[config.mk]
export PLATFORM = sky130hd
export DESIGN_NAME = daf_front
export DESIGN_NICKNAME = d
export VERILOG_FILES = /design/src/rtl/distance_alpha_fade_macros.svh /design/src/rtl/daf_pkg.sv /design/src/rtl/daf_front.sv
export SDC_FILE = /design/constraint.sdc
export NUM_CORES = 2
export LEC_CHECK = 0
export BUFFER_PORTS_ARGS = -buffer_cell sky130_fd_sc_hd__clkbuf_2
export CAP_MARGIN = 10
export CORE_UTILIZATION = 65
export CTS_CLUSTER_DIAMETER = 30
export DETAILED_ROUTE_END_ITERATION = 7
export PLACE_DENSITY = 0.9
export SLEW_MARGIN = 20
export SYNTH_ARGS = -nofsm -noshare
export SYNTH_HDL_FRONTEND = slang
export SYNTH_SLANG_ARGS = --single-unit
[constraint.sdc]
create_clock -name i_clk -period 15.56 [get_ports i_clk]
set_clock_uncertainty 0.1 [all_clocks]
set_input_delay 3.112 -clock i_clk [delete_from_list [all_inputs] [get_ports i_clk]]
set_output_delay 3.112 -clock i_clk [all_outputs]
set_load 0.005 [all_outputs]
[src/rtl/distance_alpha_fade_macros.svh]
// Assertion helpers for the top-level RTL file.
`ifndef DISTANCE_ALPHA_FADE_MACROS_SVH
`define DISTANCE_ALPHA_FADE_MACROS_SVH

// Flag a condition that must never hold out of reset.
`define DAF_NEVER(lbl, cond) \
    lbl: assert property (@(posedge i_clk) disable iff (!i_rst_n) !(cond)) \
        else $error("daf: forbidden condition");

// Flag a broken implication out of reset.
`define DAF_IMPLIES(lbl, ante, cons) \
    lbl: assert property (@(posedge i_clk) disable iff (!i_rst_n) (ante) |-> (cons)) \
        else $error("daf: implication failed");

`endif

[src/rtl/daf_pkg.sv]
`default_nettype none
package daf_pkg;

    localparam int unsigned CFG_IDX_W = 3;

    localparam logic [CFG_IDX_W-1:0] CFG_FADE_START = 3'd0;
    localparam logic [CFG_IDX_W-1:0] CFG_FADE_END   = 3'd1;
    localparam logic [CFG_IDX_W-1:0] CFG_START_ALPHA = 3'd2;
    localparam logic [CFG_IDX_W-1:0] CFG_END_ALPHA  = 3'd3;

    localparam int unsigned ROOT_W = 16;

    typedef enum logic [1:0] {
        CLS_START = 2'd0,
        CLS_END   = 2'd1,
        CLS_MID   = 2'd2
    } t_cls;

    typedef struct packed {
        logic [15:0] fade_start;
        logic [15:0] fade_end;
        logic [15:0] start_alpha;
        logic [15:0] end_alpha;
    } t_cfg;

    typedef struct packed {
        logic [15:0] idx;
        logic [31:0] sq;
        t_cls        cls;
    } t_item;

endpackage
`default_nettype wire

[src/rtl/daf_front.sv]
`default_nettype none
module daf_front
    import daf_pkg::*;
(
    input  wire logic        i_clk,
    input  wire logic        i_rst_n,
    input  wire logic        i_valid,
    input  wire logic [15:0] i_idx,
    input  wire logic [15:0] i_x,
    input  wire logic [15:0] i_y,
    input  wire logic [15:0] i_z,
    input  wire t_cfg        i_cfg,
    output logic             o_push,
    output t_item            o_item
);

    logic        r_v1, r_v2, r_v3;
    logic [15:0] r_idx1, r_idx2;
    logic [31:0] r_xx, r_yy, r_zz;
    logic [31:0] r_sum;
    logic [31:0] r_ssq, r_esq;
    t_item       r_item;
    t_cls        n_cls;

    // squared thresholds, refreshed every cycle
    always_ff @(posedge i_clk) begin
        r_ssq <= 32'(i_cfg.fade_start * i_cfg.fade_start);
        r_esq <= 32'(i_cfg.fade_end * i_cfg.fade_end);
    end

    always_ff @(posedge i_clk) begin
        if (!i_rst_n) begin
            r_v1 <= 1'b0;
            r_v2 <= 1'b0;
            r_v3 <= 1'b0;
        end else begin
            r_v1 <= i_valid;
            r_v2 <= r_v1;
            r_v3 <= r_v2;
        end
    end

    always_comb begin
        if (r_sum < r_ssq) begin
            n_cls = CLS_START;
        end else if (r_sum >= r_esq) begin
            n_cls = CLS_END;
        end else begin
            n_cls = CLS_MID;
        end
    end

    always_ff @(posedge i_clk) begin
        r_idx1 <= i_idx;
        r_xx   <= 32'($signed(i_x) * $signed(i_x));
        r_yy   <= 32'($signed(i_y) * $signed(i_y));
        r_zz   <= 32'($signed(i_z) * $signed(i_z));
        r_idx2 <= r_idx1;
        r_sum  <= r_xx + r_yy + r_zz;
        r_item.idx <= r_idx2;
        r_item.sq  <= r_sum;
        r_item.cls <= n_cls;
    end

    assign o_push = r_v3;
    assign o_item = r_item;

endmodule
`default_nettype wire

# == Word-level counts from Yosys, hierarchy flattened ==
# Cells that the tools add are included.
# Widths: inputs -> output; s select.
# totals
ff_bits,277
input_bits,131
word_cells,24
# classes
add_sub_neg,2
mul,5
n_lt_le_gt_ge,2
mux,1
# ops
op,n
$mul 16x16->32,5
$add 32x32->32,2
$ge 32x32->1,1
$lt 32x32->1,1
$mux 2,1

# == Depth between registers and ports, before layout ==
# depth
depth_word,2
depth_mapped,26

# == Least setup slack after synthesis ==
# OpenSTA, ideal clock, no wires.
# synth_path
kind,input to register
from,in i_y[15]
to,reg r_yy[30]
arrival_ns,8.773
t_required_ns,15.388
slack_ns,6.615
cell_stages,22
n_path_buf,3
cell_sequence,clkbuf_1 buf_1 nand2_1 inv_1 fa_1 fa_1 fa_1 fa_1 fa_1 inv_1 fa_1 inv_1 ha_1 clkbuf_1 o21a_1 o21a_1 o21ai_0 o211ai_2 a2111o_1 a41o_1 a21oi_1 xnor2_1
# synth_via
elab_chain_len,1
# synth_rtl
element,line_no,source
from (decl),daf_front.sv:10,"input wire logic [15:0] i_y,"
$mul 16x16->32,daf_front.sv:56,r_yy <= 32'($signed(i_y) * $signed(i_y));
to (signal assigned),daf_front.sv:56,
to (decl),daf_front.sv:19,"logic [31:0] r_xx, r_yy, r_zz;"
# No other way between the ends.
# A chain may end at the register's enable or synchronous reset.

# == Worst setup path in the final report ==
# layout_path
from,in i_x[15]
to,reg r_xx[31]
# layout_via
elab_chain_len,1
# layout_rtl
element,line_no,source
from (decl),daf_front.sv:9,"input wire logic [15:0] i_x,"
$mul 16x16->32,daf_front.sv:55,r_xx <= 32'($signed(i_x) * $signed(i_x));
to (signal assigned),daf_front.sv:55,
to (decl),daf_front.sv:19,
# No other way between the ends.

==> flow_summary.toml <==
[setup_path]
start_kind = "input port"
cp_top_family = "adder cells"
arrival_ns = 9.82
path_class = "input port to register"
slowest_stage = "fa_1"
path_cells = "clkbuf_2, inv_1, nor2_1, fa_1, fa_1, fa_1, fa_1, fa_1, inv_1, fa_1, inv_1, ha_1, o21a_1, nor2_1, a21oi_1, o21bai_1, a211oi_2, o41ai_1, o211ai_1"
max_stage_delay_ns = 0.78
required_ns = 15.84
path_buf_inv = 4
endpoint_kind = "register"
cpMostUsedCell = "fa_1"
worstPathMaxFanout = 17

[clock_network]
cts_resized = 0
clk_pin_slew_ns = 0.06
cts_tree = "built"
cts_setup_buffers = 0
clkSinkCount = 272
hold_buffers = 0
htreeDepth = 2
cts_buffers = 48
clk_path_buf_depth = 3
cts-root-buf = "clkbuf_16"
clock_latency_ns = 0.60

[synth]
ys.flop_type = "dfxtp_1"
async_reset_ff_share_pct = 0
syn_inst = 5248
syn_area_mm2 = 0.0500
ys_ff_latch = 272
synth-seq-area-share_pct = 10.9
avgSynthCellArea_um2 = 9.53
ys_types = 78
synth_edf_count = 0
yosys_warnings = 0

[global_route]
grt_pass1_wl_mm = 195
grtUsageTotal_pct = 31.5
grt_pass1_vias = 40800
antenna_found_initial = 7
gr-total-overflow = 0
grt_max_degree = 24

[die]
start_util_pct = 65.7
die_y_um = 279
dieWidth_um = 279
coreArea_mm2 = 0.0761
ios = 182
dieArea_mm2 = 0.0780
core.rowCount = 101

[drt]
wl_met3_mm = 7.84
via_per_inst = 5.59
vias = 35900
wl_per_cell_um = 18.0
drt_iter0_drc = 2320
drtAntennaViolNets = 0
drt-met1-wl_mm = 41.0
top_layer = "met4"
finalWirelength_mm = 116
firstDrtPassIters = 5
wl_met2_mm = 59.3
drcViolationCount = 0

[final_layout]
fin_util_pct = 70.1
multi_input_area_mm2 = 0.0387
drive_gt1_share_pct = 5.31
fillers = 5153
area_delta_synth_final_pct = 6.66
ff_latch_area_mm2 = 0.00545
fin_nets = 7096

[sta]
timing.final.crit_period_ns = 9.54
finalHoldViolations = 0
relSlewSlack_pct = 52.3
setup_viol = 0
tightestPinTransition_ns = 0.710
maxSlewViolCount = 0
fin_setup_tns_ns = 0
fin_crit_sh_pct = 61.3
rsz0062_at_grt = "no"
fin_ws_ns = 6.02
max_freq_mhz = 105

[place]
pre_cts_ws_ns = 5.59
dpl.hpwl_mm = 94.3
port_buffers = 149
gp_congestion = 0.921

[outcome]
status = "finished clean"

[flow_run]
cap_violations = 0

[hold_path]
worstHoldPathType = "register to register"
==> placed cells by master, fill, tap and decap left out, drive strengths merged, types with 5 or more instances in the layout <==
cell / count
inv: 1491
fa: 1063
ha: 559
nand2: 419
dfxtp: 272
nor2: 206
and2: 204
clkbuf: 202
xnor2: 178
a21oi: 147
a21o: 85
o21ai: 81
xor2: 47
nand2b: 37
nand3: 35
nor2b: 34
a211oi: 33
o21a: 27
nor3: 25
o21bai: 25
and3: 21
o211ai: 18
nand4: 17
or2: 14
a31o: 14
a31oi: 13
nor4: 10
clkinv: 9
a21boi: 8
a211o: 7
diode: 6
or3: 6
o31ai: 6
nand3b: 5
a221oi: 5
==> state kept, by name, indices dropped and copies added (netlist names) <==
signal  count
r_idx2     16
r_idx1     16
r_sum      32
o_push      1
o_item     50
r_ssq      31
r_xx       31
r_zz       31
r_esq      31
r_v1        1
r_v2        1
r_yy       31
==> per-stage QoR <==
step | cells | instance area (um^2) | hold WS (ns)
final | 6418 | 53300 | 0.219
after global routing | 6418 | 53300 | 0.226
after CTS | 6412 | 53300 | 0.221
after detailed placement | 6323 | 51600 | 0.212
after global placement | 6323 | 51600 | 0.210
after floorplan | 5250 | 50000 | 0.210
==> Yosys cell counts (37+ instances only) <==
cell      number  area share (%)
nand2b_1      37            0.46
o21ai_0       65            0.65
and2_1       204             2.6
clkbuf_1     103            0.77
a21oi_1      142             1.4
fa_1        1063              43
ha_1         559              14
inv_1       1468              11
xor2_1        47            0.82
dfxtp_1      272              11
nor2_1       206             1.5
nand2_1      419             3.1
xnor2_1      178             3.1
a21o_1        85             1.3
==> logic make-up after synthesis <==
family	count (synthesis)	synth area share, %
adders and majority gates	1622	56.5
buffers and inverters	1574	11.8
and+or+nand+nor	1041	9.80
AOI/OAI and AO/OA	507	6.88
DFF	272	10.9
xor gates and xnor gates	225	3.94
muxes	6	0.125
other	1	0.00750
==> routing by layer <==
layer / GRT usage (%) / vias up
li1: - / 15900
met4: 18.7 / 0
met3: 4.45 / 475
met5: 0 / -
met2: 55.7 / 1461
met1: 36.3 / 18000
==> layout make-up <==
class / count / share of cell area [%]
multi-input cells: 3404 / 72.5
inverters: 1468 / 10.3
flip-flops and latches: 272 / 10.2
well taps: 1030 / 2.42
clock buffers: 53 / 2.36
repair buffers: 149 / 1.40
clock inverters: 36 / 0.770
diodes: 6 / 0.0282
==> final timing paths <==
| kind | from | endpoint | slack (ns) | cells past startpoint |
|---|---|---|---|---|
| max | i_x[15] | r_xx[31]$_DFF_P_ | 6.02 | 19 |
| max reg2reg | r_xx[14]$_DFF_P_ | r_sum[31]$_DFF_P_ | 11.66 | 11 |
| min reg2reg | r_idx2[4]$_DFF_P_ | o_item[38]$_DFF_P_ | 0.22 | 0 |
| min | r_idx2[4]$_DFF_P_ | o_item[38]$_DFF_P_ | 0.22 | 0 |
Power is left out: the tool's default activity adds up to more than one toggle a clock period on the data nets, which glitch-free logic cannot reach.
