<file path="src/rtl/distance_alpha_fade_macros.svh">
// Assertion helpers for the top-level RTL file.
`ifndef DISTANCE_ALPHA_FADE_MACROS_SVH
`define DISTANCE_ALPHA_FADE_MACROS_SVH

// Flag a condition that must never hold out of reset.
`define DAF_NEVER(lbl, cond) \
    lbl: assert property (@(posedge i_clk) disable iff (!i_rst_n) !(cond)) \
        else $error("daf: forbidden condition");

// Flag a broken implication out of reset.
`define DAF_IMPLIES(lbl, ante, cons) \
    lbl: assert property (@(posedge i_clk) disable iff (!i_rst_n) (ante) |-> (cons)) \
        else $error("daf: implication failed");

`endif

</file>
<file path="src/rtl/daf_pkg.sv">
`default_nettype none
package daf_pkg;

    localparam int unsigned CFG_IDX_W = 3;

    localparam logic [CFG_IDX_W-1:0] CFG_FADE_START = 3'd0;
    localparam logic [CFG_IDX_W-1:0] CFG_FADE_END   = 3'd1;
    localparam logic [CFG_IDX_W-1:0] CFG_START_ALPHA = 3'd2;
    localparam logic [CFG_IDX_W-1:0] CFG_END_ALPHA  = 3'd3;

    localparam int unsigned ROOT_W = 16;

    typedef enum logic [1:0] {
        CLS_START = 2'd0,
        CLS_END   = 2'd1,
        CLS_MID   = 2'd2
    } t_cls;

    typedef struct packed {
        logic [15:0] fade_start;
        logic [15:0] fade_end;
        logic [15:0] start_alpha;
        logic [15:0] end_alpha;
    } t_cfg;

    typedef struct packed {
        logic [15:0] idx;
        logic [31:0] sq;
        t_cls        cls;
    } t_item;

endpackage
`default_nettype wire

</file>
<file path="src/rtl/daf_queue.sv">
`default_nettype none
module daf_queue
    import daf_pkg::*;
(
    input  wire logic  i_clk,
    input  wire logic  i_rst_n,
    input  wire logic  i_push,
    input  wire t_item i_item,
    input  wire logic  i_pop,
    output logic       o_nonempty,
    output logic       o_full,
    output t_item      o_item,
    output logic [1:0] o_count
);

    t_item       r_mem [0:1];
    logic        r_wp, r_rp;
    logic [1:0]  r_cnt;
    logic        do_push, do_pop;

    assign do_pop  = i_pop && (r_cnt != 2'd0);
    assign do_push = i_push && ((r_cnt != 2'd2) || do_pop);

    always_ff @(posedge i_clk) begin
        if (!i_rst_n) begin
            r_wp  <= 1'b0;
            r_rp  <= 1'b0;
            r_cnt <= 2'd0;
        end else begin
            if (do_push) r_wp <= ~r_wp;
            if (do_pop)  r_rp <= ~r_rp;
            r_cnt <= r_cnt + 2'(do_push) - 2'(do_pop);
        end
    end

    always_ff @(posedge i_clk) begin
        if (do_push) r_mem[r_wp] <= i_item;
    end

    assign o_item     = r_mem[r_rp];
    assign o_nonempty = (r_cnt != 2'd0);
    assign o_full     = (r_cnt == 2'd2);
    assign o_count    = r_cnt;

endmodule
`default_nettype wire

</file>
<file path="config.mk">
export PLATFORM = sky130hd
export DESIGN_NAME = daf_queue
export DESIGN_NICKNAME = d
export VERILOG_FILES = /design/src/rtl/distance_alpha_fade_macros.svh /design/src/rtl/daf_pkg.sv /design/src/rtl/daf_queue.sv
export SDC_FILE = /design/constraint.sdc
export NUM_CORES = 1
export LEC_CHECK = 0
export BUFFER_PORTS_ARGS = -buffer_cell sky130_fd_sc_hd__buf_2
export CAP_MARGIN = 20
export CORE_MARGIN = 5
export CORE_UTILIZATION = 51
export CTS_CLUSTER_SIZE = 16
export DETAILED_ROUTE_END_ITERATION = 8
export MAX_ROUTING_LAYER = met4
export PLACE_DENSITY = 0.75
export SLEW_MARGIN = 10
export SYNTH_ARGS = -nofsm -noshare
export SYNTH_HDL_FRONTEND = slang
export SYNTH_SLANG_ARGS = --single-unit
</file>
<file path="constraint.sdc">
create_clock -name i_clk -period 3.6 [get_ports i_clk]
set_input_delay 0.72 -clock i_clk [delete_from_list [all_inputs] [get_ports i_clk]]
set_output_delay 0.72 -clock i_clk [all_outputs]
set_load 0.005 [all_outputs]
</file>
Word level (Yosys, flattened, before mapping)

Memory sizes are Yosys's and may differ from the RTL's. A register that Yosys moved wholly into a read port is not among the register bits.
Cells that the tools add are included.

Register bits: 4
Output and inout port bits: 54
Memories: 1
Memory bits (writable): 100
Input port bits: 54
Word-level logic and storage cells: 18

Reductions and logical operators: 4
Multiplexer cells: 4
Eq/ne operators: 2
Add/sub/neg operators: 2
Bitwise logic cells: 2

Memory list:

| name  | depth | bits a word | read ports | clocked after Yosys merged registers in | write ports | RTL line        | source |
|---|---|---|---|---|---|---|---|
| r_mem | 2     | 50          | 1          | 1                                       | 1           | daf_queue.sv:16 | `t_item r_mem [0:1];` |

Operators by type and width:

| cell                 | number |
|---|---|
| $mux W1              | 4 |
| $add A2 B1 Y2        | 1 |
| $eq A2 B2 Y1 const B | 1 |
| $logic_and A1 B1 Y1  | 2 |
| $ne A2 B2 Y1 const B | 1 |
| $not A1 Y1           | 2 |
| $reduce_bool A2 Y1   | 1 |
| $sub A2 B1 Y2        | 1 |
| $logic_or A1 B1 Y1   | 1 |

Logic depth before layout (Yosys ltp)

Word-level depth: 6
Gate-level depth with buffers: 6
Gate-level depth less buffers: 6

Worst setup path before layout

No wires, ideal clock.

Path kind: input to register
From: input i_pop
To: memory r_mem[0][0] (netlist name), enable pin
Slack: 0.249 ns
Data required time: 3.142 ns
Setup time: 0.458 ns
Data arrival time: 2.894 ns
Stages: 2
Cell sequence: o21ai_2 > nor2_1

Longest elaborated chain between the ends: 5

Ends and longest elaborated chain:

| item                          | RTL line        | source |
|---|---|---|
| start: declaration            | daf_queue.sv:9  | `input wire logic i_pop,` |
| $logic_and A1 B1 Y1           | daf_queue.sv:21 | `assign do_pop = i_pop && (r_cnt != 2'd0);` |
| $logic_or A1 B1 Y1            | daf_queue.sv:22 | `assign do_push = i_push && ((r_cnt != 2'd2) \|\| do_pop);` |
| $logic_and A1 B1 Y1           | daf_queue.sv:22 |  |
| $mux W1                       | daf_queue.sv:37 | `if (do_push) r_mem[r_wp] <= i_item;` |
| $mux W1 (not written as such) | daf_queue.sv:37 |  |
| end: declaration              | daf_queue.sv:16 |  |

No other way between the ends.

==> run summary <==
The flow ran to the end, and the final reports show no timing, DRC or antenna violations. The global-route congestion overflow total came out at 0. The cell area after placement came out at between 4000 and 5000 µm².

The kind of start point of the critical path is a register. The final setup slack of the worst path came out at about 0.85 ns. The area share of the largest cell type after synthesis came out at roughly three quarters. The CTS root buffer is clkbuf_8. The number of distinct library cells after synthesis came out at 21. Setup violations remaining at the end of the flow were counted as 0. The initial antenna violation count came out at 0. The core utilization of the finished layout came out at between 60% and 70%.

The tree built by TritonCTS fans out to roughly 110 sinks. The detail route stage leaves a number of antenna-violating nets equal to 0. The fraction of the cycle the final worst path needs is about 76%. The required time at the endpoint of the critical path came out at 2.88 ns. The total non-filler cell area in the finished layout came out at roughly 4800 µm².

The number of core rows is 32. Counting the fill cells in the layout gives 567. The final setup TNS is 0 ns. The post-synthesis register bit count is roughly 110. The worst register-to-register path begins at o_count[0]$_SDFF_PN0_. The final-stage net count came out at between 300 and 400. The classification of the worst-slack hold path is reg -> reg. The detailed-route via count came out at ~2000.

The first global-routing pass estimated between 10 and 15 mm of wire. For the final database, setup skew stands at around 0.016 ns. The routed wirelength normalized by instance count is roughly 16 µm. For hold timing, the worst endpoint is r_wp$_SDFFE_PN0P_. The synthesized design contains 100 enable-type register cells. The final hold violation count is 0.

The clock reaches the later pin of the worst-skew pair after around 0.37 ns. The number of buffers on the longest clock path is 2. For the pin with the worst max-slew slack, the measured transition is approximately 0.73 ns. In this run the power density over the cells is a little under 600 nW/µm².

The count of TritonRoute iterations in the first routing pass came out at 4. The final critical-path required period is approximately 2.8 ns. The die span in y is 97.6 µm.

Data arrives at the worst endpoint at between 2 and 2.5 ns. Of all cell types, the one taking the most synthesized area is edfxtp_1. The depth of the CTS H-tree is 3.

The capturing element type of the critical path is an output pin. The via count of the first global-routing pass was 2157. Synthesis produced a netlist with a net count of approximately 240. The maximum clock frequency came out at around 0.36 GHz. During synthesis, Yosys emitted a total of 0 warnings.

The clock input transition at the sequential cells of the worst setup and hold paths came out at approximately 0.09 ns. The total wire length came out at about 6.4 mm. The floorplan step set the die width to ~100 µm. The number of port buffers is about 110.

The instance count along the most critical hold path came out at 2. The half-perimeter wire length after detailed placement is between 4 and 5 mm. The DRC violations left came out at 0.

The total clock buffers created by CTS is 9. The area growth from synthesis to layout is 22.9%. The worst setup path is of the reg -> out kind.

The die area came out at approximately 9500 µm². In the synthesized netlist the async set-or-reset flop fraction comes to 0%. The tool flagged a number of max-cap violations equal to 0. The cell count of the worst reg-to-reg path is 4. In the synthesized netlist the dominant register cell turns out to be edfxtp_1. After clock tree synthesis, the repair step resized 0 gates. The number of pins with negative max-slew slack in the final report is 0. The cell leakage power is 1.84 nW. The antenna diode instance count is 0.

For this run, the total global-route usage over all layers was measured as ~14%. By instance count, the leading cell after synthesis is edfxtp_1. The total area of multi-input combinational cells is between 700 and 800 µm². The sequential cell area in the final layout came out at approximately 3100 µm². The register-to-register setup slack is around 1.7 ns.

The post-route netlist has between 50% and 60% of its cells at a drive strength greater than 1. The number of violations reported at the end of detailed-routing iteration 0 is between 70 and 80. The average instance area after synthesis came out at 20.8 µm². The maximum resistive drop on vdd came out at 362 µV.

The post-place setup slack came out at approximately 1.2 ns. The maximum net fanout on the critical path is 26. The startpoint identified for the worst hold timing path is r_wp$_SDFFE_PN0P_. During I/O placement, the number of pins put on the boundary was 108. Routability-driven placement finished with a final weighted congestion of approximately 0.7. Buffers inserted to repair hold after CTS numbered 0. The number of vias per cell after detailed routing is 4.83. In the post-synthesis netlist, the biggest area contributors are edfxtp_1 (77%), mux2_2 (13%), dfxtp_1 (2.6%). The TritonCTS clock tree is done. In this run the tightest slew margin relative to its limit is 51.1%. The post-CTS setup buffer count is 0.

The destination of the worst register-to-register timing path is r_mem[1][4]$_DFFE_PP_. Once the floorplan was initialized, standard cells occupied roughly half of the core. Sorting the synthesized cells by how often they occur yields edfxtp_1 (100), mux2_2 (46), buf_6 (5), dfxtp_1 (5), nand2_1 (5).

The cell area after synthesis came out at roughly 4000 µm². In this run the standard cell core region covers 7610 µm². Setup repair after global routing left no endpoint under its margin. In the synthesized netlist, the number of instances is ~190. Entering global routing, the biggest net connects 29 pins.

The post-synthesis sequential area ratio came out at ~80%.
-- registers in the layout, indices dropped and copies added, names as in the netlist, named ones only --
| name | count |
|---|---|
| r_mem | 100 |
| o_count | 2 |
| r_rp | 1 |
| r_wp | 1 |
-- final cells by class --
class                           count  share of cell area, %
Sequential cell                   105                   64.5
Multi-Input combinational cell     75                   15.7
Timing Repair Buffer              111                   12.3
Clock buffer                       10                   2.65
Tap cell                          102                   2.65
Clock inverter                      6                   1.98
Inverter                            2                  0.156
-- metal layers --
metal / wire length (µm) / vias to the layer above / track usage, %
met5: 0 / - / -
met3: 421 / 6 / 4.24
met4: 69 / 0 / 5.75
met1: 2710 / 949 / 17.0
li1: - / 958 / -
met2: 3200 / 73 / 23.1
-- power by group --
group          total (mW)  switching (mW)  internal (mW)
Combinational       0.497           0.211          0.286
Sequential           1.52          0.0617           1.45
Clock               0.794           0.394          0.401
Total                2.81           0.666           2.14
-- per-stage QoR --
stage / cells / hold WS (ns) / power [mW]
3_5_place_dp: 395 / 0.509 / 2.06
3_3_place_gp: 395 / 0.492 / 2.05
4_1_cts: 411 / 0.515 / 2.84
5_1_grt: 411 / 0.501 / 2.95
2_1_floorplan: 188 / 0.451 / 1.85
6_report: 411 / 0.524 / 2.81
-- placed cells by master (no fill, tap or decap), drive strengths merged, types with 2 or more instances in the layout --
cell    Yosys  routed
a21oi       2       2
inv         2       5
and2        3       3
mux2       50      50
bufinv      0       2
clkbuf      0      10
nand2b      3       3
o21ai       2       2
edfxtp    100     100
nor2        3       3
mux2i       2       2
nand2       5       5
dfxtp       5       5
buf         6     111
-- worst max-delay path, cell delays in order, from the launching register on --
cell,delay (ns)
dfxtp_2,0.74
buf_4,0.41
mux2_2,0.39
buf_2,0.13
-- how the worst max path moves through the flow --
stage	endpoint	slack, ns	cells past startpoint
after global placement	o_item[48]	1.17	3
after detailed placement	o_item[48]	1.19	3
after global routing	o_item[48]	0.71	3
after floorplan	r_mem[0][0]$_DFFE_PP_	0.25	2
after CTS	o_item[48]	0.78	3
final	o_item[48]	0.85	3
-- cells by family after synthesis --
family	Yosys count	synth area share, %
adder cells (fa/ha/maj)	1	0.320
XOR/XNOR	2	0.448
multiplexers	52	15.3
AO/OA/AOI/OAI	4	0.703
flip-flops	105	79.3
buffers and inverters	8	1.76
AND/OR/NAND/NOR	16	2.21
No activity file was read; power rests on OpenSTA's default activity.
