--- src/rtl/distance_alpha_fade_macros.svh ---
// Assertion helpers for the top-level RTL file.
`ifndef DISTANCE_ALPHA_FADE_MACROS_SVH
`define DISTANCE_ALPHA_FADE_MACROS_SVH

// Flag a condition that must never hold out of reset.
`define DAF_NEVER(lbl, cond) \
    lbl: assert property (@(posedge i_clk) disable iff (!i_rst_n) !(cond)) \
        else $error("daf: forbidden condition");

// Flag a broken implication out of reset.
`define DAF_IMPLIES(lbl, ante, cons) \
    lbl: assert property (@(posedge i_clk) disable iff (!i_rst_n) (ante) |-> (cons)) \
        else $error("daf: implication failed");

`endif

--- src/rtl/daf_pkg.sv ---
`default_nettype none
package daf_pkg;

    localparam int unsigned CFG_IDX_W = 3;

    localparam logic [CFG_IDX_W-1:0] CFG_FADE_START = 3'd0;
    localparam logic [CFG_IDX_W-1:0] CFG_FADE_END   = 3'd1;
    localparam logic [CFG_IDX_W-1:0] CFG_START_ALPHA = 3'd2;
    localparam logic [CFG_IDX_W-1:0] CFG_END_ALPHA  = 3'd3;

    localparam int unsigned ROOT_W = 16;

    typedef enum logic [1:0] {
        CLS_START = 2'd0,
        CLS_END   = 2'd1,
        CLS_MID   = 2'd2
    } t_cls;

    typedef struct packed {
        logic [15:0] fade_start;
        logic [15:0] fade_end;
        logic [15:0] start_alpha;
        logic [15:0] end_alpha;
    } t_cfg;

    typedef struct packed {
        logic [15:0] idx;
        logic [31:0] sq;
        t_cls        cls;
    } t_item;

endpackage
`default_nettype wire

--- src/rtl/daf_back.sv ---
`default_nettype none
module daf_back
    import daf_pkg::*;
(
    input  wire logic        i_clk,
    input  wire logic        i_rst_n,
    input  wire logic        i_valid,
    input  wire t_item       i_item,
    input  wire t_cfg        i_cfg,
    output logic             o_strobe,
    output logic [15:0]      o_idx,
    output logic [15:0]      o_alpha
);

    // square root pipeline: two radicand bits per stage
    logic              r_sv   [0:ROOT_W];
    logic [19:0]       r_srem [0:ROOT_W];
    logic [15:0]       r_sroot[0:ROOT_W];
    logic [31:0]       r_ssq  [0:ROOT_W];
    logic [15:0]       r_sidx [0:ROOT_W];
    t_cls              r_scls [0:ROOT_W];

    // divider pipeline: one quotient bit per stage
    logic              r_dv   [0:16];
    logic [15:0]       r_drem [0:16];
    logic [15:0]       r_dq   [0:16];
    logic [15:0]       r_didx [0:16];
    t_cls              r_dcls [0:16];

    logic              r_mv, r_ov;
    logic [33:0]       r_prod;
    logic [15:0]       r_midx, r_oidx, r_oalpha;
    t_cls              r_mcls;
    logic [15:0]       span;

    assign span = i_cfg.fade_end - i_cfg.fade_start;

    always_ff @(posedge i_clk) begin
        if (!i_rst_n) begin
            r_sv[0] <= 1'b0;
        end else begin
            r_sv[0] <= i_valid;
        end
    end

    always_ff @(posedge i_clk) begin
        r_srem[0]  <= '0;
        r_sroot[0] <= '0;
        r_ssq[0]   <= i_item.sq;
        r_sidx[0]  <= i_item.idx;
        r_scls[0]  <= i_item.cls;
    end

    for (genvar k = 0; k < ROOT_W; k++) begin : g_sqrt
        logic [19:0] cat, trial;
        assign cat   = {r_srem[k][17:0], r_ssq[k][31-2*k -: 2]};
        assign trial = {2'b00, r_sroot[k], 2'b01};

        always_ff @(posedge i_clk) begin
            if (!i_rst_n) begin
                r_sv[k+1] <= 1'b0;
            end else begin
                r_sv[k+1] <= r_sv[k];
            end
        end

        always_ff @(posedge i_clk) begin
            if (cat >= trial) begin
                r_srem[k+1]  <= cat - trial;
                r_sroot[k+1] <= {r_sroot[k][14:0], 1'b1};
            end else begin
                r_srem[k+1]  <= cat;
                r_sroot[k+1] <= {r_sroot[k][14:0], 1'b0};
            end
            r_ssq[k+1]  <= r_ssq[k];
            r_sidx[k+1] <= r_sidx[k];
            r_scls[k+1] <= r_scls[k];
        end
    end

    // numerator of the fade fraction
    always_ff @(posedge i_clk) begin
        if (!i_rst_n) begin
            r_dv[0] <= 1'b0;
        end else begin
            r_dv[0] <= r_sv[ROOT_W];
        end
    end

    always_ff @(posedge i_clk) begin
        r_drem[0] <= r_sroot[ROOT_W] - i_cfg.fade_start;
        r_dq[0]   <= '0;
        r_didx[0] <= r_sidx[ROOT_W];
        r_dcls[0] <= r_scls[ROOT_W];
    end

    for (genvar j = 0; j < 16; j++) begin : g_div
        logic [16:0] sh;
        logic        ge;
        assign sh = {r_drem[j], 1'b0};
        assign ge = (sh >= {1'b0, span});

        always_ff @(posedge i_clk) begin
            if (!i_rst_n) begin
                r_dv[j+1] <= 1'b0;
            end else begin
                r_dv[j+1] <= r_dv[j];
            end
        end

        always_ff @(posedge i_clk) begin
            r_drem[j+1] <= ge ? 16'(sh - {1'b0, span}) : sh[15:0];
            r_dq[j+1]   <= {r_dq[j][14:0], ge};
            r_didx[j+1] <= r_didx[j];
            r_dcls[j+1] <= r_dcls[j];
        end
    end

    always_ff @(posedge i_clk) begin
        if (!i_rst_n) begin
            r_mv <= 1'b0;
            r_ov <= 1'b0;
        end else begin
            r_mv <= r_dv[16];
            r_ov <= r_mv;
        end
    end

    always_ff @(posedge i_clk) begin
        r_prod <= 34'(($signed({1'b0, i_cfg.end_alpha}) - $signed({1'b0, i_cfg.start_alpha}))
                  * $signed({1'b0, r_dq[16]}));
        r_midx <= r_didx[16];
        r_mcls <= r_dcls[16];
        r_oidx <= r_midx;
        case (r_mcls)
            CLS_START: r_oalpha <= i_cfg.start_alpha;
            CLS_END:   r_oalpha <= i_cfg.end_alpha;
            default:   r_oalpha <= i_cfg.start_alpha + r_prod[31:16];
        endcase
    end

    assign o_strobe = r_ov;
    assign o_idx    = r_oidx;
    assign o_alpha  = r_oalpha;

endmodule
`default_nettype wire

--- config.mk ---
export PLATFORM = sky130hd
export DESIGN_NAME = daf_back
export DESIGN_NICKNAME = d
export VERILOG_FILES = /design/src/rtl/distance_alpha_fade_macros.svh /design/src/rtl/daf_pkg.sv /design/src/rtl/daf_back.sv
export SDC_FILE = /design/constraint.sdc
export NUM_CORES = 2
export LEC_CHECK = 0
export ABC_AREA = 1
export ABC_CLOCK_PERIOD_IN_PS = 8600
export BUFFER_PORTS_ARGS = -buffer_cell sky130_fd_sc_hd__buf_4
export CAP_MARGIN = 20
export CORE_AREA = 8 8 365 367
export CTS_BUF_LIST = sky130_fd_sc_hd__clkbuf_4 sky130_fd_sc_hd__clkbuf_8 sky130_fd_sc_hd__clkbuf_16
export CTS_CLUSTER_DIAMETER = 30
export DETAILED_ROUTE_END_ITERATION = 16
export DIE_AREA = 0 0 373 375
export HOLD_SLACK_MARGIN = 0.03
export PLACE_DENSITY = 0.77
export SYNTH_ARGS = -nofsm -noshare
export SYNTH_HDL_FRONTEND = slang
export SYNTH_SLANG_ARGS = --single-unit
--- constraint.sdc ---
create_clock -name i_clk -period 8.6 [get_ports i_clk]
set_input_delay 0 -clock i_clk [delete_from_list [all_inputs] [get_ports i_clk]]
set_output_delay 0 -clock i_clk [all_outputs]
set_load 0.02 [all_outputs]
# Word-level counts from Yosys, hierarchy flattened
# Memory sizes are Yosys's and may differ from the RTL's. A register that Yosys moved wholly into a read port is not among the register bits.
# Cells that the tools add are included.
[totals]
out_inout_bits = 33
ramBits = 2346
word_cells = 286
memories = 11
register_bits = 65
inputBits = 117
[op_classes]
add_sub_neg = 36
order_cmp = 32
muxes = 133
n_reduce_logical = 2
n_mul = 1
eq_ne = 1
n_bitwise = 66
[mem_list]
columns = ["name", "depth", "width", "read_ports", "rd_clocked_by_memory_dff", "write_ports", "line_no", "source"]
rows = [
  ["r_ssq", 17, 32, 16, 0, 17, "daf_back.sv:19", "logic [31:0] r_ssq [0:ROOT_W];"],
  ["r_srem", 17, 20, 16, 0, 17, "daf_back.sv:17", "logic [19:0] r_srem [0:ROOT_W];"],
  ["r_didx", 17, 16, 17, 1, 17, "daf_back.sv:27", "logic [15:0] r_didx [0:16];"],
  ["r_dq", 17, 16, 17, 0, 17, "daf_back.sv:26", "logic [15:0] r_dq [0:16];"],
  ["r_drem", 17, 16, 16, 0, 17, "daf_back.sv:25", "logic [15:0] r_drem [0:16];"],
  ["r_sidx", 17, 16, 17, 0, 17, "daf_back.sv:20", "logic [15:0] r_sidx [0:ROOT_W];"],
  ["+5 memories", "-", "-", "-", "-", "-", "-", ""],
]
[op_table]
columns = ["cell", "n"]
rows = [
  ["2-to-1 mux 16 bit", 32],
  [">= comparator 20 x 18 -> 1 bit", 16],
  ["2-to-1 mux 20 bit", 16],
  ["subtractor 20 x 18 -> 20 bit", 16],
  ["subtractor 16 bit", 18],
  [">= comparator 17 x 16 -> 1 bit", 16],
  ["2-to-1 mux 1 bit", 84],
  ["OR 1 bit", 66],
  ["multiplier 17 x 17 -> 32 bit", 1],
  ["case mux 16 bit (2 select lines)", 1],
  ["subtractor 16 x 16 -> 17 bit", 1],
  ["adder 16 bit", 1],
  ["== test 2 x 1 -> 1 bit (second input constant)", 1],
  ["zero test 2 bit", 1],
  ["zero test 1 bit", 1],
]

# Logic depth before layout (Yosys ltp)
# An unclocked memory read counts as a cell.
[logic_depth]
word_depth = 5
mapped_depth = 39
mapped_depth_nobuf = 39

# Least setup slack after synthesis
# Ideal clock, no wire load.
[synth_path]
path_type = "input port to flip-flop"
start = "input port i_cfg[0] (netlist name)"
end = "register r_prod[27]"
setup_slack_ps = 2322
setup_ps = 112
path_buffers = 1
cell_stages = 31
t_arrival_ps = 6166
required_time_ps = 8488
path_cell_list = "inv_1 ha_1 fa_1 inv_1 nand2_1 nand2_1 o21ai_2 inv_1 nand2_1 nand2_1 nand2_1 nand2_1 nor2_1 fa_1 fa_1 buf_1 xnor2_1 xor2_1 fa_1 fa_1 inv_1 fa_1 inv_1 ha_1 a21o_1 o21bai_1 a21oi_1 a21boi_0 nand2_1 nand2_1 nand2_1"
[synth_between]
elab_chain_len = 2
[synth_lines]
columns = ["element", "line_no", "source"]
rows = [
  ["from (decl)", "daf_back.sv:9", "input wire t_cfg i_cfg,"],
  ["subtractor 16 x 16 -> 17 bit", "daf_back.sv:130", "r_prod <= 34'(($signed({1'b0, i_cfg.end_alpha}) - $signed({1'b0, i_cfg.start_alpha}))"],
  ["multiplier 17 x 17 -> 32 bit", "daf_back.sv:131", "* $signed({1'b0, r_dq[16]}));"],
  ["to (signal assigned)", "daf_back.sv:130", ""],
  ["to (decl)", "daf_back.sv:31", "logic [33:0] r_prod;"],
]
# Every way passes these cells.
# A chain may end at the register's enable or synchronous reset.

# Worst setup path after layout
[layout_path]
start = "input port i_cfg[25] (netlist name)"
end = "register r_prod[30]"
# Same word-level chain as after synthesis.

==> out/results.txt <==
Number of pins exceeding their max-slew limit in the final report: 0. By area the synthesized netlist is led by sky130_fd_sc_hd__dfxtp_1 47%, sky130_fd_sc_hd__nand2_1 9.7%, sky130_fd_sc_hd__ha_1 9.1%. For this run, the number of Yosys warnings is 0. After clock tree synthesis, the flow added hold-fix buffers numbering 185. TritonCTS built the clock tree. For the placer congestion estimate, the log shows 0.918.

The count of maximum capacitance violations is 0, and the count of endpoints failing hold in the final timing report is 0. At the worst endpoint, the required time is 9.28 ns. The endpoint of the lowest-slack register-to-register path was r_prod[30]$_DFF_P_. The average cell area after synthesis is 8.82 um2.

The category of cells accounting for the largest share of critical-path delay was adder cells. The tools report the count of standard-cell rows as 131. The path type of the worst min-delay path is input pin to flop.

Cells fill 71.7% of the core in the end. The fraction of synthesized cell area taken by the top area cell type is 46.6%, and the insertion delay of the later-clocked pin in the worst-skew pair is 0.91 ns. At the pin with the least slew margin, the transition time is 1.13 ns.

The area growth from synthesis to layout is 20.2%. The critical path startpoint category was an input pin. The number of vias in the routed layout was 58,900. In this run the cell area of the synthesized design comes to 75,800 um2.

150 I/O pins were placed. The total area inside the core boundary comes to 127,000 um2. Cells with a size suffix above 1 make up 8.93% of the layout. Global routing finished with a remaining overflow of 0. The critical path crosses 29 cells after its start point.

Summing the sequential cell areas from Yosys gives 46.6% of the chip area. The flow ran to the end, and the final reports show no timing, DRC or antenna violations. Measured in cells, the most critical reg-to-reg path has a length of 20. The run gives 60,100 as the via count of the first global-routing pass. Clock skew on the completed layout was measured at 0.0718 ns.

For the remaining antenna violation count after routing, the log shows 0. Arrival time reported for the critical path endpoint: 8.00 ns. Synthesis produced a netlist with a net count of 9,536.

The run gives 4,298 as the iteration-0 DRC count of the detailed router. In this run, post-CTS repair resized a total of 0 instances. The first global-routing pass estimated 310,000 um of wire.

The horizontal die dimension works out to 373 um. The setup check on the worst reg-to-reg path leaves a slack of 1.68 ns. For the finished layout, the period the worst path requires is 7.32 ns.

The worst register-to-register path begins at r_dq[0][259]$_DFF_P_. Global routing used 27.0% of the available tracks across all layers. The initial utilization of the core area, before any placement, comes to 59.7%. The run gives 0 as the post-route DRC violation count. In this run the deepest clock path goes through 4 buffers. By startpoint and endpoint, the worst setup path is classified as input pin to flop.

For the number of clock sinks, the log shows 1,764. The tools report the full die area as 140,000 um2. The tools report the number of nets in the final layout as 10,100. During placement, the flow inserted port buffers numbering 149.

Clock tree synthesis selected as its root buffer the cell sky130_fd_sc_hd__clkbuf_16. Vertical die dimension: 375 um. In the finished design, the share of the clock period the worst path needs comes to 85.1%. The start point of the critical path was i_cfg[25].

Based on the critical path, the design can be clocked at up to 137 MHz. The total length of routed wires is 194,000 um, and the delay of the slowest cell on the worst path is 0.99 ns. The number of buffers and inverters on the critical path was 7; the initial antenna violation count was 4.

The logs give 59 for the largest net degree at the start of global routing and 306 for the number of buffers added by the clock tree synthesis step. The first detailed-routing pass took 6 iterations. The run gives 5 as the number of levels the H-tree was split into. For the buffer count from post-CTS setup fixing, the log shows 0. The nature of the critical path endpoint is a flop.

Highest-delay cell along the critical path: sky130_fd_sc_hd__fa_1. The placed wire-length estimate after detailed placement is 134,000 um. Summed over all instances, the cell type with the most area after synthesis is sky130_fd_sc_hd__dfxtp_1. The detailed-route vias per instance came out at 5.33.

The count of final setup violators was 0. The final setup TNS is 0 ns, and the count of state elements after synthesis is 1,764. After synthesis, the netlist uses 62 different library cells. The top fanout value on the critical path works out to 15.

Measured against its own limit, the worst slew margin works out to 24.2%. After clock tree synthesis, the clock-pin slew on the worst setup and hold paths is 0.04 ns. Dividing the detail-routed wire length by the instance count gives 17.6 um.

Setup repair after global routing left no endpoint under its margin. The critical path ends at r_prod[30]$_DFF_P_. In the synthesized netlist, the number of instances is 8,591.
==> state kept, by name, summed over array words and instances (netlist names), 17 cells and up <==
| name | flops |
|---|---|
| r_didx | 272 |
| r_dcls | 34 |
| r_sidx | 272 |
| r_drem | 256 |
| r_sv | 17 |
| r_dq | 136 |
| r_sroot | 136 |
| r_scls | 34 |
| r_srem | 250 |
| r_dv | 17 |
| r_ssq | 272 |
==> cells in the final DEF, fill, tap and decap left out, drive strengths merged, types with 37 or more instances in the layout <==
cell and count:
a21o 47, a21oi 427, a31oi 48, buf 166, clkbuf 374, clkinv 69
dfxtp 1764, dlygate4sd3 185, fa 278, ha 550, inv 1145, nand2 1983
nand3 460, nand3b 41, nand4 81, nor2 650, nor3 78, o21ai 389
or2 37, xnor2 141, xor2 236
==> worst reg2reg max path, delay by kind of cell, from the launching register on <==
| family | cells | cell delay [ns] |
|---|---|---|
| flops | 1 | 0.58 |
| compound gates | 6 | 1.12 |
| xor+xnor | 1 | 0.29 |
| simple gates | 4 | 0.57 |
| fa+ha+maj | 6 | 3.56 |
| buf+inv | 3 | 0.65 |
==> cells by family (layout without fill, tap and decap cells) <==
group,Yosys count,after routing,synth area share [%]
compound gates,1041,1041,7.74
xor+xnor,377,377,4.36
fa+ha+maj,828,828,16.4
buf+inv,1201,1989,6.26
flops,1764,1764,46.6
other cells,1,3,0.00495
simple gates,3379,3379,18.6
==> worst min-delay path by stage <==
stage	startpoint	end	slack, ns	depth (start not counted)
after floorplan	i_item[0]	r_scls[0][0]$_DFF_P_	0.03	0
after global placement	i_item[44]	r_sidx[0][10]$_DFF_P_	0.10	1
after detailed placement	i_item[29]	r_ssq[0][27]$_DFF_P_	0.11	1
after CTS	i_cfg[27]	o_alpha[11]$_DFF_P_	0.03	4
after global routing	i_cfg[19]	o_alpha[3]$_DFF_P_	0.09	4
final	i_cfg[0]	o_alpha[0]$_DFF_P_	0.09	4
==> through the flow <==
| stage | hold slack, ns | worst slack [ns] | area [um2] | std cells |
|---|---|---|---|---|
| 6_report | 0.0920 | 1.28 | 91100 | 11000 |
| 3_5_place_dp | 0.105 | 1.16 | 78800 | 10300 |
| 3_3_place_gp | 0.104 | 1.28 | 78800 | 10300 |
| 4_1_cts | 0.0337 | 1.38 | 91100 | 11000 |
| 2_1_floorplan | 0.0277 | 2.32 | 75800 | 8591 |
| 5_1_grt | 0.0880 | 0.820 | 91100 | 11000 |
==> cells in the mapped netlist, drive strengths merged <==
| library cell | number |
|---|---|
| o21bai | 26 |
| o2111ai | 4 |
| a21boi | 18 |
| nand3 | 460 |
| nor2b | 1 |
| o211ai | 25 |
| nand2 | 1983 |
| clkinv | 11 |
| o31ai | 8 |
| buf | 66 |
| xnor2 | 141 |
| a311oi | 2 |
| dfxtp | 1764 |
| o41ai | 1 |
| clkbuf | 31 |
| xor2 | 236 |
| a2111oi | 1 |
| ha | 550 |
| o21a | 23 |
| nor4 | 23 |
| inv | 1093 |
| nor2 | 650 |
| nor3 | 78 |
| nand3b | 41 |
| nand4 | 81 |
| and2 | 12 |
| or2 | 37 |
| o221ai | 3 |
| o311ai | 1 |
| a21o | 47 |
| a31oi | 48 |
| o21ai | 389 |
| nor3b | 7 |
| and3 | 6 |
| fa | 278 |
| a211oi | 18 |
| a21oi | 427 |
| conb | 1 |
==> per-layer routing <==
layer / GRT usage, % / up-vias / wire, um / share of wire [%]
li1: - / 28700 / - / -
met1: 34.0 / 27500 / 81900 / 42
met2: 46.2 / 2146 / 92000 / 47
met3: 5.01 / 544 / 13000 / 6.7
met4: 10.5 / 0 / 7220 / 3.7
met5: 0 / - / 0 / 0
==> layout make-up <==
class / count / area [um2]
Sequential cell: 1764 / 35300
Inverter: 1104 / 4150
Clock inverter: 160 / 1910
Tap cell: 1662 / 2080
Timing Repair Buffer: 351 / 3120
Antenna cell: 2 / 5.00
Multi-Input combinational cell: 5626 / 36000
Clock buffer: 374 / 8500
Fill cell: 9358 / 35900
Power is left out: the tool's default activity adds up to more than one toggle a clock period on the data nets, which glitch-free logic cannot reach.
